<file path="src/rtl/tlc_pkg.sv">
// Shared types, constants and helper functions of the two-road traffic light unit.
// Used by tlc_road and two_road_traffic_light_countdown_unit; depends on nothing.
package tlc_pkg;

  localparam int unsigned MS_W    = 17;
  localparam int unsigned SCAN_W  = 8;
  localparam int unsigned CNT_W   = 8;
  localparam int unsigned RLD_W   = 7;
  localparam int unsigned SEG_W   = 7;
  localparam int unsigned CFG_IDX_W = 2;

  localparam logic [MS_W-1:0]   MS_MAX   = '1;
  localparam logic [SCAN_W-1:0] SCAN_MAX = '1;

  localparam logic [MS_W-1:0]   RED_MS_RST    = 17'd31000;
  localparam logic [MS_W-1:0]   YELLOW_MS_RST = 17'd3000;
  localparam logic [MS_W-1:0]   GREEN_MS_RST  = 17'd28000;
  localparam logic [SCAN_W-1:0] SCAN_MS_RST   = 8'd5;

  localparam logic [CFG_IDX_W-1:0] CFG_RED_MS    = 2'd0;
  localparam logic [CFG_IDX_W-1:0] CFG_YELLOW_MS = 2'd1;
  localparam logic [CFG_IDX_W-1:0] CFG_GREEN_MS  = 2'd2;
  localparam logic [CFG_IDX_W-1:0] CFG_SCAN_MS   = 2'd3;

  localparam logic [SEG_W-1:0] SEG_BLANK = 7'h7F;

  localparam logic signed [CNT_W-1:0] CNT_FLOOR = -8'sd128;
  localparam logic signed [CNT_W-1:0] CNT_TOP   = 8'sd99;

  // Active-low patterns for the digits zero to nine; unused codes are blank.
  localparam logic [SEG_W-1:0] SEG_TABLE [16] = '{
    7'h40, 7'h79, 7'h24, 7'h30, 7'h19, 7'h12, 7'h02, 7'h78,
    7'h00, 7'h10, 7'h7F, 7'h7F, 7'h7F, 7'h7F, 7'h7F, 7'h7F
  };

  typedef enum logic [1:0] {
    LIGHT_RED    = 2'd0,
    LIGHT_YELLOW = 2'd1,
    LIGHT_GREEN  = 2'd2
  } light_t;

  typedef enum logic [1:0] {
    DIGIT_NONE = 2'd0,
    DIGIT_TENS = 2'd1,
    DIGIT_ONES = 2'd2
  } digit_sel_t;

  typedef struct packed {
    logic [MS_W-1:0]  red_ms;
    logic [MS_W-1:0]  yellow_ms;
    logic [MS_W-1:0]  green_ms;
    logic [RLD_W-1:0] red_reload;
    logic [RLD_W-1:0] green_reload;
  } road_cfg_t;

  typedef struct packed {
    light_t                    light;
    logic signed [CNT_W-1:0]   countdown;
    logic                      show;
  } road_stat_t;

  // Maps the whole-seconds quotient of a phase length to its countdown start.
  function automatic logic [RLD_W-1:0] reload_clamp(input logic [MS_W-1:0] q);
    logic [RLD_W-1:0] r;
    if (q == '0) begin
      r = '0;
    end else if (q > 17'd100) begin
      r = 7'd99;
    end else begin
      r = RLD_W'(q - 17'd1);
    end
    return r;
  endfunction

  // Segment pattern of one road for the tens or the ones digit.
  function automatic logic [SEG_W-1:0] road_segs(input road_stat_t s, input logic ones);
    logic [6:0]  v;
    logic [15:0] prod;
    logic [3:0]  tens;
    logic [6:0]  low;
    logic [3:0]  digit;
    logic [SEG_W-1:0] segs;
    v    = s.countdown[6:0];
    // Multiplying by 205/2048 gives the exact tens digit for values up to 99.
    prod = 16'(v) * 16'd205;
    tens = prod[14:11];
    low  = 7'(v - 7'(tens) * 7'd10);
    digit = ones ? low[3:0] : tens;
    if (!s.show || s.countdown < 0 || s.countdown > CNT_TOP) begin
      segs = SEG_BLANK;
    end else begin
      segs = SEG_TABLE[digit];
    end
    return segs;
  endfunction

endpackage

</file>
<file path="src/rtl/two_road_traffic_light_countdown_unit.sv">
// Top level of the two-road traffic light unit with countdown display.
// Depends on tlc_pkg and instantiates tlc_road once for each road.
//
// Each accepted input word is one millisecond tick (advance set) or a plain
// status request (advance clear); every input word yields exactly one result
// word with both lamp states, both roads' latched active-low segment patterns
// and the shared digit select. The block takes one input word per clock while
// results are taken: all per-tick work is a single pass of counters and
// compares from the state registers into the output register, and a new word
// is taken in the same cycle that the waiting result is taken. The result is
// registered and valid in the cycle after acceptance. The countdown start
// values are derived from the red and green lengths on the configuration write
// itself, through a reciprocal multiply by the ticks-per-second constant, so a
// new length can be followed by a tick in the very next cycle.
module two_road_traffic_light_countdown_unit #(
  parameter int unsigned TICKS_PER_SECOND = 1000
) (
  input  logic                                clk,
  input  logic                                rst_n,
  input  logic                                in_valid,
  output logic                                in_ready,
  input  logic                                in_advance,
  output logic                                out_valid,
  input  logic                                out_ready,
  output logic [1:0]                          out_road_one_light,
  output logic [1:0]                          out_road_two_light,
  output logic [tlc_pkg::SEG_W-1:0]           out_road_one_segments,
  output logic [tlc_pkg::SEG_W-1:0]           out_road_two_segments,
  output logic [1:0]                          out_digit_select,
  input  logic                                cfg_we,
  input  logic [tlc_pkg::CFG_IDX_W-1:0]       cfg_index,
  input  logic [tlc_pkg::MS_W-1:0]            cfg_wdata
);

  // Exact floor division of a 17-bit length by the tick rate: multiply by the
  // rounded-up reciprocal and drop the fraction bits.
  localparam int unsigned DIV_L     = $clog2(TICKS_PER_SECOND);
  localparam int unsigned DIV_SHIFT = tlc_pkg::MS_W + DIV_L;
  localparam int unsigned RECIP_W   = tlc_pkg::MS_W + 2;
  localparam int unsigned PROD_W    = tlc_pkg::MS_W + RECIP_W;
  localparam logic [63:0] DIV_RECIP64 =
    ((64'd1 << DIV_SHIFT) + 64'(TICKS_PER_SECOND) - 64'd1) / 64'(TICKS_PER_SECOND);
  localparam logic [RECIP_W-1:0] DIV_RECIP = DIV_RECIP64[RECIP_W-1:0];

  localparam logic [tlc_pkg::MS_W-1:0] RED_RST_Q =
    tlc_pkg::MS_W'(31000 / TICKS_PER_SECOND);
  localparam logic [tlc_pkg::MS_W-1:0] GREEN_RST_Q =
    tlc_pkg::MS_W'(28000 / TICKS_PER_SECOND);
  localparam logic [tlc_pkg::RLD_W-1:0] RED_RST_RLD   = tlc_pkg::reload_clamp(RED_RST_Q);
  localparam logic [tlc_pkg::RLD_W-1:0] GREEN_RST_RLD = tlc_pkg::reload_clamp(GREEN_RST_Q);

  logic [tlc_pkg::MS_W-1:0]   red_ms_r, yellow_ms_r, green_ms_r;
  logic [tlc_pkg::SCAN_W-1:0] scan_ms_r;
  logic [tlc_pkg::RLD_W-1:0]  red_rld_r, green_rld_r;

  logic [PROD_W-1:0]          div_prod;
  logic [tlc_pkg::MS_W-1:0]   div_q;
  logic [tlc_pkg::RLD_W-1:0]  wr_rld;

  tlc_pkg::road_cfg_t  road_cfg;
  tlc_pkg::road_stat_t one_nxt, two_nxt;

  logic                        accept;
  logic                        tick;
  logic [tlc_pkg::SCAN_W-1:0]  scan_r, scan_nxt;
  logic                        ones_r, ones_nxt;
  logic [tlc_pkg::SEG_W-1:0]   one_segs_r, one_segs_nxt;
  logic [tlc_pkg::SEG_W-1:0]   two_segs_r, two_segs_nxt;
  tlc_pkg::digit_sel_t         sel_r, sel_nxt;
  logic                        out_valid_r;

  logic [1:0]                  out_one_light_r, out_two_light_r;
  logic [tlc_pkg::SEG_W-1:0]   out_one_segs_r, out_two_segs_r;
  logic [1:0]                  out_sel_r;

  // Configuration registers and countdown start values.
  assign div_prod = PROD_W'(cfg_wdata) * PROD_W'(DIV_RECIP);
  assign div_q    = tlc_pkg::MS_W'(div_prod >> DIV_SHIFT);
  assign wr_rld   = tlc_pkg::reload_clamp(div_q);

  always_ff @(posedge clk) begin
    if (!rst_n) begin
      red_ms_r    <= tlc_pkg::RED_MS_RST;
      yellow_ms_r <= tlc_pkg::YELLOW_MS_RST;
      green_ms_r  <= tlc_pkg::GREEN_MS_RST;
      scan_ms_r   <= tlc_pkg::SCAN_MS_RST;
      red_rld_r   <= RED_RST_RLD;
      green_rld_r <= GREEN_RST_RLD;
    end else if (cfg_we) begin
      case (cfg_index)
        tlc_pkg::CFG_RED_MS: begin
          red_ms_r  <= cfg_wdata;
          red_rld_r <= wr_rld;
        end
        tlc_pkg::CFG_YELLOW_MS: begin
          yellow_ms_r <= cfg_wdata;
        end
        tlc_pkg::CFG_GREEN_MS: begin
          green_ms_r  <= cfg_wdata;
          green_rld_r <= wr_rld;
        end
        tlc_pkg::CFG_SCAN_MS: begin
          scan_ms_r <= cfg_wdata[tlc_pkg::SCAN_W-1:0];
        end
        default: begin
        end
      endcase
    end
  end

  assign road_cfg.red_ms       = red_ms_r;
  assign road_cfg.yellow_ms    = yellow_ms_r;
  assign road_cfg.green_ms     = green_ms_r;
  assign road_cfg.red_reload   = red_rld_r;
  assign road_cfg.green_reload = green_rld_r;

  // Handshake: the output register frees up in the cycle its word is taken.
  assign in_ready = !out_valid_r || out_ready;
  assign accept   = in_valid && in_ready;
  assign tick     = accept && in_advance;

  tlc_road #(
    .TICKS_PER_SECOND (TICKS_PER_SECOND),
    .INIT_LIGHT       (tlc_pkg::LIGHT_RED),
    .INIT_COUNT       (int'(RED_RST_RLD))
  ) u_road_one (
    .clk      (clk),
    .rst_n    (rst_n),
    .tick     (tick),
    .cfg      (road_cfg),
    .stat_nxt (one_nxt)
  );

  tlc_road #(
    .TICKS_PER_SECOND (TICKS_PER_SECOND),
    .INIT_LIGHT       (tlc_pkg::LIGHT_GREEN),
    .INIT_COUNT       (int'(GREEN_RST_RLD))
  ) u_road_two (
    .clk      (clk),
    .rst_n    (rst_n),
    .tick     (tick),
    .cfg      (road_cfg),
    .stat_nxt (two_nxt)
  );

  // Display scan: patterns are taken from the road state after this tick.
  always_comb begin
    scan_nxt     = scan_r;
    ones_nxt     = ones_r;
    one_segs_nxt = one_segs_r;
    two_segs_nxt = two_segs_r;
    sel_nxt      = sel_r;
    if (tick) begin
      scan_nxt = (scan_r == tlc_pkg::SCAN_MAX) ? scan_r : scan_r + 8'd1;
      if (scan_nxt >= scan_ms_r) begin
        one_segs_nxt = tlc_pkg::road_segs(one_nxt, ones_r);
        two_segs_nxt = tlc_pkg::road_segs(two_nxt, ones_r);
        sel_nxt      = ones_r ? tlc_pkg::DIGIT_ONES : tlc_pkg::DIGIT_TENS;
        ones_nxt     = !ones_r;
        scan_nxt     = '0;
      end
    end
  end

  always_ff @(posedge clk) begin
    if (!rst_n) begin
      scan_r      <= '0;
      ones_r      <= 1'b0;
      one_segs_r  <= '0;
      two_segs_r  <= '0;
      sel_r       <= tlc_pkg::DIGIT_NONE;
      out_valid_r <= 1'b0;
    end else begin
      scan_r     <= scan_nxt;
      ones_r     <= ones_nxt;
      one_segs_r <= one_segs_nxt;
      two_segs_r <= two_segs_nxt;
      sel_r      <= sel_nxt;
      if (accept) begin
        out_valid_r <= 1'b1;
      end else if (out_ready) begin
        out_valid_r <= 1'b0;
      end
    end
  end

  always_ff @(posedge clk) begin
    if (accept) begin
      out_one_light_r <= one_nxt.light;
      out_two_light_r <= two_nxt.light;
      out_one_segs_r  <= one_segs_nxt;
      out_two_segs_r  <= two_segs_nxt;
      out_sel_r       <= sel_nxt;
    end
  end

  assign out_valid             = out_valid_r;
  assign out_road_one_light    = out_one_light_r;
  assign out_road_two_light    = out_two_light_r;
  assign out_road_one_segments = out_one_segs_r;
  assign out_road_two_segments = out_two_segs_r;
  assign out_digit_select      = out_sel_r;

`ifndef SYNTHESIS
  a_result_follows_accept: assert property (@(posedge clk) disable iff (!rst_n)
    accept |=> out_valid_r)
    else $error("accepted word did not produce a valid result");

  a_status_only_holds_state: assert property (@(posedge clk) disable iff (!rst_n)
    (accept && !in_advance) |=> ($stable(sel_r) && $stable(one_segs_r)
                                 && $stable(two_segs_r) && $stable(scan_r)))
    else $error("status request changed the display state");

  a_digit_never_returns_to_none: assert property (@(posedge clk) disable iff (!rst_n)
    (sel_r != tlc_pkg::DIGIT_NONE) |=> (sel_r != tlc_pkg::DIGIT_NONE))
    else $error("digit select fell back to none");

  a_countdown_in_range: assert property (@(posedge clk) disable iff (!rst_n)
    (one_nxt.countdown <= tlc_pkg::CNT_TOP) && (two_nxt.countdown <= tlc_pkg::CNT_TOP))
    else $error("countdown above 99");
`endif

endmodule

</file>
<file path="src/rtl/tlc_road.sv">
// One road of the traffic light unit: light phase, timers and seconds countdown.
// Depends on tlc_pkg for the light codes, configuration and status structs.
module tlc_road #(
  parameter int unsigned     TICKS_PER_SECOND = 1000,
  parameter tlc_pkg::light_t INIT_LIGHT       = tlc_pkg::LIGHT_RED,
  parameter int              INIT_COUNT       = 30
) (
  input  logic                clk,
  input  logic                rst_n,
  input  logic                tick,
  input  tlc_pkg::road_cfg_t  cfg,
  output tlc_pkg::road_stat_t stat_nxt
);

  localparam logic [tlc_pkg::MS_W-1:0] SEC_LIMIT = tlc_pkg::MS_W'(TICKS_PER_SECOND);

  tlc_pkg::light_t                   light_r, light_nxt;
  logic [tlc_pkg::MS_W-1:0]          sec_r, sec_nxt;
  logic [tlc_pkg::MS_W-1:0]          phase_r, phase_nxt;
  logic signed [tlc_pkg::CNT_W-1:0]  cnt_r, cnt_nxt;
  logic                              show_r, show_nxt;
  logic signed [tlc_pkg::CNT_W-1:0]  cnt_dec;

  assign cnt_dec = (cnt_r != tlc_pkg::CNT_FLOOR) ? cnt_r - 8'sd1 : cnt_r;

  always_comb begin
    light_nxt = light_r;
    sec_nxt   = sec_r;
    phase_nxt = phase_r;
    cnt_nxt   = cnt_r;
    show_nxt  = show_r;
    if (tick) begin
      sec_nxt   = (sec_r == tlc_pkg::MS_MAX) ? sec_r : sec_r + 17'd1;
      phase_nxt = (phase_r == tlc_pkg::MS_MAX) ? phase_r : phase_r + 17'd1;
      case (light_r)
        tlc_pkg::LIGHT_GREEN: begin
          if (sec_nxt >= SEC_LIMIT) begin
            cnt_nxt = cnt_dec;
            if (cnt_dec < 0) begin
              show_nxt = 1'b0;
            end
            sec_nxt = '0;
          end
          if (phase_nxt >= cfg.green_ms) begin
            light_nxt = tlc_pkg::LIGHT_YELLOW;
            phase_nxt = '0;
          end
        end
        tlc_pkg::LIGHT_YELLOW: begin
          // The second timer runs on from green, so this can fire early.
          if (sec_nxt >= cfg.yellow_ms) begin
            show_nxt = 1'b1;
            cnt_nxt  = $signed({1'b0, cfg.red_reload});
            sec_nxt  = '0;
          end
          if (phase_nxt >= cfg.yellow_ms) begin
            light_nxt = tlc_pkg::LIGHT_RED;
            phase_nxt = '0;
          end
        end
        default: begin
          if (sec_nxt >= SEC_LIMIT) begin
            cnt_nxt = (cnt_dec < 0) ? $signed({1'b0, cfg.green_reload}) : cnt_dec;
            sec_nxt = '0;
          end
          if (phase_nxt >= cfg.red_ms) begin
            light_nxt = tlc_pkg::LIGHT_GREEN;
            phase_nxt = '0;
          end
        end
      endcase
    end
  end

  always_ff @(posedge clk) begin
    if (!rst_n) begin
      light_r <= INIT_LIGHT;
      sec_r   <= '0;
      phase_r <= '0;
      cnt_r   <= tlc_pkg::CNT_W'(INIT_COUNT);
      show_r  <= 1'b1;
    end else begin
      light_r <= light_nxt;
      sec_r   <= sec_nxt;
      phase_r <= phase_nxt;
      cnt_r   <= cnt_nxt;
      show_r  <= show_nxt;
    end
  end

  assign stat_nxt.light     = light_nxt;
  assign stat_nxt.countdown = cnt_nxt;
  assign stat_nxt.show      = show_nxt;

endmodule
</file>
<file path="config.mk">
export PLATFORM = sky130hd
export DESIGN_NAME = two_road_traffic_light_countdown_unit
export DESIGN_NICKNAME = d
export VERILOG_FILES = /design/src/rtl/tlc_pkg.sv /design/src/rtl/two_road_traffic_light_countdown_unit.sv /design/src/rtl/tlc_road.sv
export SDC_FILE = /design/constraint.sdc
export NUM_CORES = 1
export LEC_CHECK = 0
export BUFFER_PORTS_ARGS = -buffer_cell sky130_fd_sc_hd__buf_2
export CAP_MARGIN = 20
export CORE_MARGIN = 2
export CORE_UTILIZATION = 50
export DETAILED_ROUTE_END_ITERATION = 7
export PLACE_DENSITY = 0.66
export SLEW_MARGIN = 20
export SYNTH_ARGS = -nofsm -noshare
export SYNTH_HDL_FRONTEND = slang
export SYNTH_SLANG_ARGS = --single-unit
</file>
<file path="constraint.sdc">
create_clock -name clk -period 16.8 [get_ports clk]
set_input_delay 5.04 -clock clk [delete_from_list [all_inputs] [get_ports clk]]
set_output_delay 5.04 -clock clk [all_outputs]
set_load 0.1 [all_outputs]
</file>
==> results.json <==
{
  "crit_type": "in2reg",
  "wl_um": 56100,
  "synth_compound_area_share_pct": 18.5,
  "gp_congestion": 0.954,
  "clkLatencyLatePin_ns": 0.56,
  "antenna_cells": 0,
  "period_share_pct": 72.7,
  "start_util_pct": 50.9,
  "critPathBufInv": 6,
  "seqCellArea_sq_um": 4380,
  "clock.fmax_mhz": 81.9,
  "synth-simple-area-share_pct": 18.2,
  "synth_top_family_by_area": "adder cells",
  "numCtsBuffers": 26,
  "synth_adder_area_share_pct": 29.0,
  "die_area_sq_um": 42400,
  "ff2ff_setup_slack_ns": 5.95,
  "fin_skew_ns": 0.0223,
  "coreArea_sq_um": 40000,
  "nets": 2922,
  "antenna_found_initial": 0,
  "status": "completed",
  "cts_tree": "done",
  "syn_inst": 2478,
  "syn_nets": 2940,
  "dpl.hpwl_um": 42000,
  "fin_ws_ns": 4.59,
  "rows": 73,
  "finalCriticalPeriod_ns": 12.21,
  "ys_seq_area_share_pct": 21.5,
  "track_usage_pct": 26.8,
  "rsz0062_at_grt": "false",
  "ff2ff_path_depth": 37,
  "post-place-ws_ns": 4.05,
  "final_cell_mix": "ha_1, inv_1, nand2_1",
  "via_per_inst": 5.93,
  "path_common_cell": "ha_1",
  "ctsHtreeMaxLevel": 1,
  "cts_resized": 0,
  "grt_pass1_vias": 17331,
  "cp-end-kind": "flip-flop",
  "cpPeakStageDelay_ns": 0.61,
  "postPlaceCellArea_sq_um": 21000,
  "post-cts-setup-buffer-count": 0,
  "drt_iter0_markers": 1238,
  "synth_xor_area_share_pct": 4.14,
  "slew_headroom_pct": 26.8,
  "async_flop_share_pct": 0,
  "clkSinkCount": 209,
  "die_w_um": 206,
  "synth_edf_count": 20,
  "postRouteAntennaNets": 0,
  "grt_max_degree": 80,
  "finalSetupViolations": 0,
  "min_from": "red_ms_r[7]$_SDFFE_PN0P_",
  "cts-hold-fix-buffers": 0,
  "regToRegEndpoint": "out_road_two_segments[5]$_DFFE_PP_",
  "root_buffer": "clkbuf_16",
  "multiInputGateArea_sq_um": 14600,
  "syn_to_final_growth_pct": 7.37,
  "gr-total-overflow": 0,
  "cp_data_arrival_time_ns": 12.72,
  "ys_types": 88,
  "finalInstanceArea_sq_um": 21900,
  "slowest_stage": "buf_4",
  "num_vias": 17817,
  "r2r-start": "u_road_two.sec_r[0]$_SDFFE_PN0P_",
  "ys_ff_latch": 209,
  "drc": 0,
  "first_pass_iters": 6,
  "final_layout_size_suffix_gt1_share_pct": 6.62,
  "leakage_nw": 10.4,
  "cp.required_ns": 17.30,
  "vdd_drop_max_mv": 0.0919,
  "whs_endpoint": "red_ms_r[7]$_SDFFE_PN0P_",
  "portBuffers": 46,
  "ios": 47,
  "hp-class": "reg2reg",
  "fillerInstances": 3742,
  "powerDensity_nw_per_um2": 84.8,
  "cts.path.max_buffers": 3,
  "critPathLaunchType": "input port",
  "worst-slew-pin-transition_ns": 1.10,
  "maxCapViolCount": 0,
  "hold_viol": 0,
  "synth_warnings": 0,
  "finalSetupTns_ns": 0,
  "cp_max_fo": 49,
  "holdPathStages": 2,
  "die_h_um": 206,
  "syn_area_sq_um": 20400,
  "final_common_cell": "ha_1",
  "syn_avg_cell_area_sq_um": 8.22,
  "clk_pin_slew_ns": 0.06,
  "routedWlPerCell_um": 18.7,
  "maxSlewViolCount": 0,
  "critical_path.top_delay_family": "adder cells",
  "grt_pass1_wl_um": 90600,
  "synth_ff_type": "dfxtp_1",
  "synthMuxAreaShare_pct": 1.89
}
tightest hold or removal path, delay by kind of cell, from the launching register on:
kind               cells  cell delay, ns
AOI/OAI and AO/OA      1            0.05
DFF                    1            0.30
and+or+nand+nor        1            0.05
cell usage after synthesis (7+ instances only):
library cell | n | area share [%]
nand4_1 | 37 | 1.1
edfxtp_1 | 20 | 2.9
a22oi_1 | 27 | 1.0
a311oi_1 | 10 | 0.43
nor4_1 | 12 | 0.37
a21o_1 | 67 | 2.5
xor2_1 | 27 | 1.2
a211o_1 | 7 | 0.30
a211oi_1 | 15 | 0.55
dfxtp_1 | 189 | 19
nand3_1 | 78 | 1.9
o21a_1 | 17 | 0.63
clkbuf_1 | 96 | 1.8
o211ai_1 | 32 | 1.2
ha_1 | 379 | 23
a21oi_1 | 178 | 4.4
and3_1 | 35 | 1.1
o21ai_0 | 83 | 2.0
nor2b_1 | 20 | 0.61
o211a_1 | 7 | 0.34
a31o_2 | 7 | 0.30
nor2_1 | 170 | 3.1
and2_1 | 25 | 0.77
nand2_1 | 249 | 4.6
xnor2_1 | 64 | 2.8
o22ai_1 | 9 | 0.28
a31oi_1 | 16 | 0.49
fa_1 | 58 | 5.7
or3_1 | 12 | 0.37
mux2i_1 | 18 | 0.88
buf_2 | 10 | 0.25
or4_1 | 8 | 0.29
o31ai_1 | 9 | 0.33
nand2b_1 | 24 | 0.74
inv_1 | 251 | 4.6
or2_2 | 17 | 0.52
nor3_1 | 55 | 1.4
mux2_2 | 17 | 0.94
worst max-delay path by stage:
stage | start | endpoint | slack, ns | cells after the start
after floorplan | out_ready | out_road_one_segments[2]$_DFFE_PP_ | 4.05 | 31
after global placement | out_ready | out_road_one_segments[2]$_DFFE_PP_ | 4.23 | 32
after detailed placement | out_ready | one_segs_r[4]$_SDFF_PN0_ | 4.05 | 31
after CTS | out_ready | one_segs_r[4]$_SDFF_PN0_ | 4.63 | 31
after global routing | out_ready | out_road_two_segments[5]$_DFFE_PP_ | 3.91 | 28
final | out_ready | one_segs_r[4]$_SDFF_PN0_ | 4.59 | 31
layout make-up:
class | count | share of cell area [%]
well taps | 525 | 3.00
repair buffers | 62 | 1.60
multi-input cells | 1906 | 66.9
flip-flops and latches | 209 | 20.1
clock buffers | 37 | 3.65
clock inverters | 9 | 0.395
inverters | 255 | 4.39
state kept, by name (all words and copies together) (netlist names), 8 cells and up:
register / cells
scan_ms_r: 8
green_ms_r: 17
u_road_two.cnt_r: 8
u_road_two.sec_r: 17
u_road_one.cnt_r: 8
yellow_ms_r: 17
u_road_one.phase_r: 17
scan_r: 8
u_road_two.phase_r: 17
u_road_one.sec_r: 17
red_ms_r: 17
through the flow:
stage	hold WS, ns	utilization, %	instances	total power, mW
6_report	0.453	54.6	3003	1.85
5_1_grt	0.464	54.6	3003	2.00
4_1_cts	0.454	54.6	3003	1.87
3_5_place_dp	0.446	52.4	2957	1.28
3_3_place_gp	0.443	52.4	2957	1.25
2_1_floorplan	0.432	-	2478	1.10
cell families after synthesis:
family          Yosys count
compound gates          566
fa+ha+maj               437
mux                      36
xor+xnor                 93
flops                   209
simple gates            774
buf+inv                 363
where the power goes:
part / switching [mW] / internal, mW / total, mW
combinational: 0.436 / 0.302 / 0.739
clock: 0.238 / 0.347 / 0.585
sequential: 0.0128 / 0.518 / 0.531
routing by layer:
layer / vias to the layer above / part of all wire (%) / wire (um) / track usage [%]
li1: 8746 / - / - / -
met1: 8461 / 46 / 26000 / 36.5
met2: 520 / 45 / 25300 / 44.1
met3: 90 / 5.8 / 3240 / 3.28
met4: 0 / 2.7 / 1510 / 8.24
met5: - / 0 / 0 / 0
(Power assumes the default switching activity.)
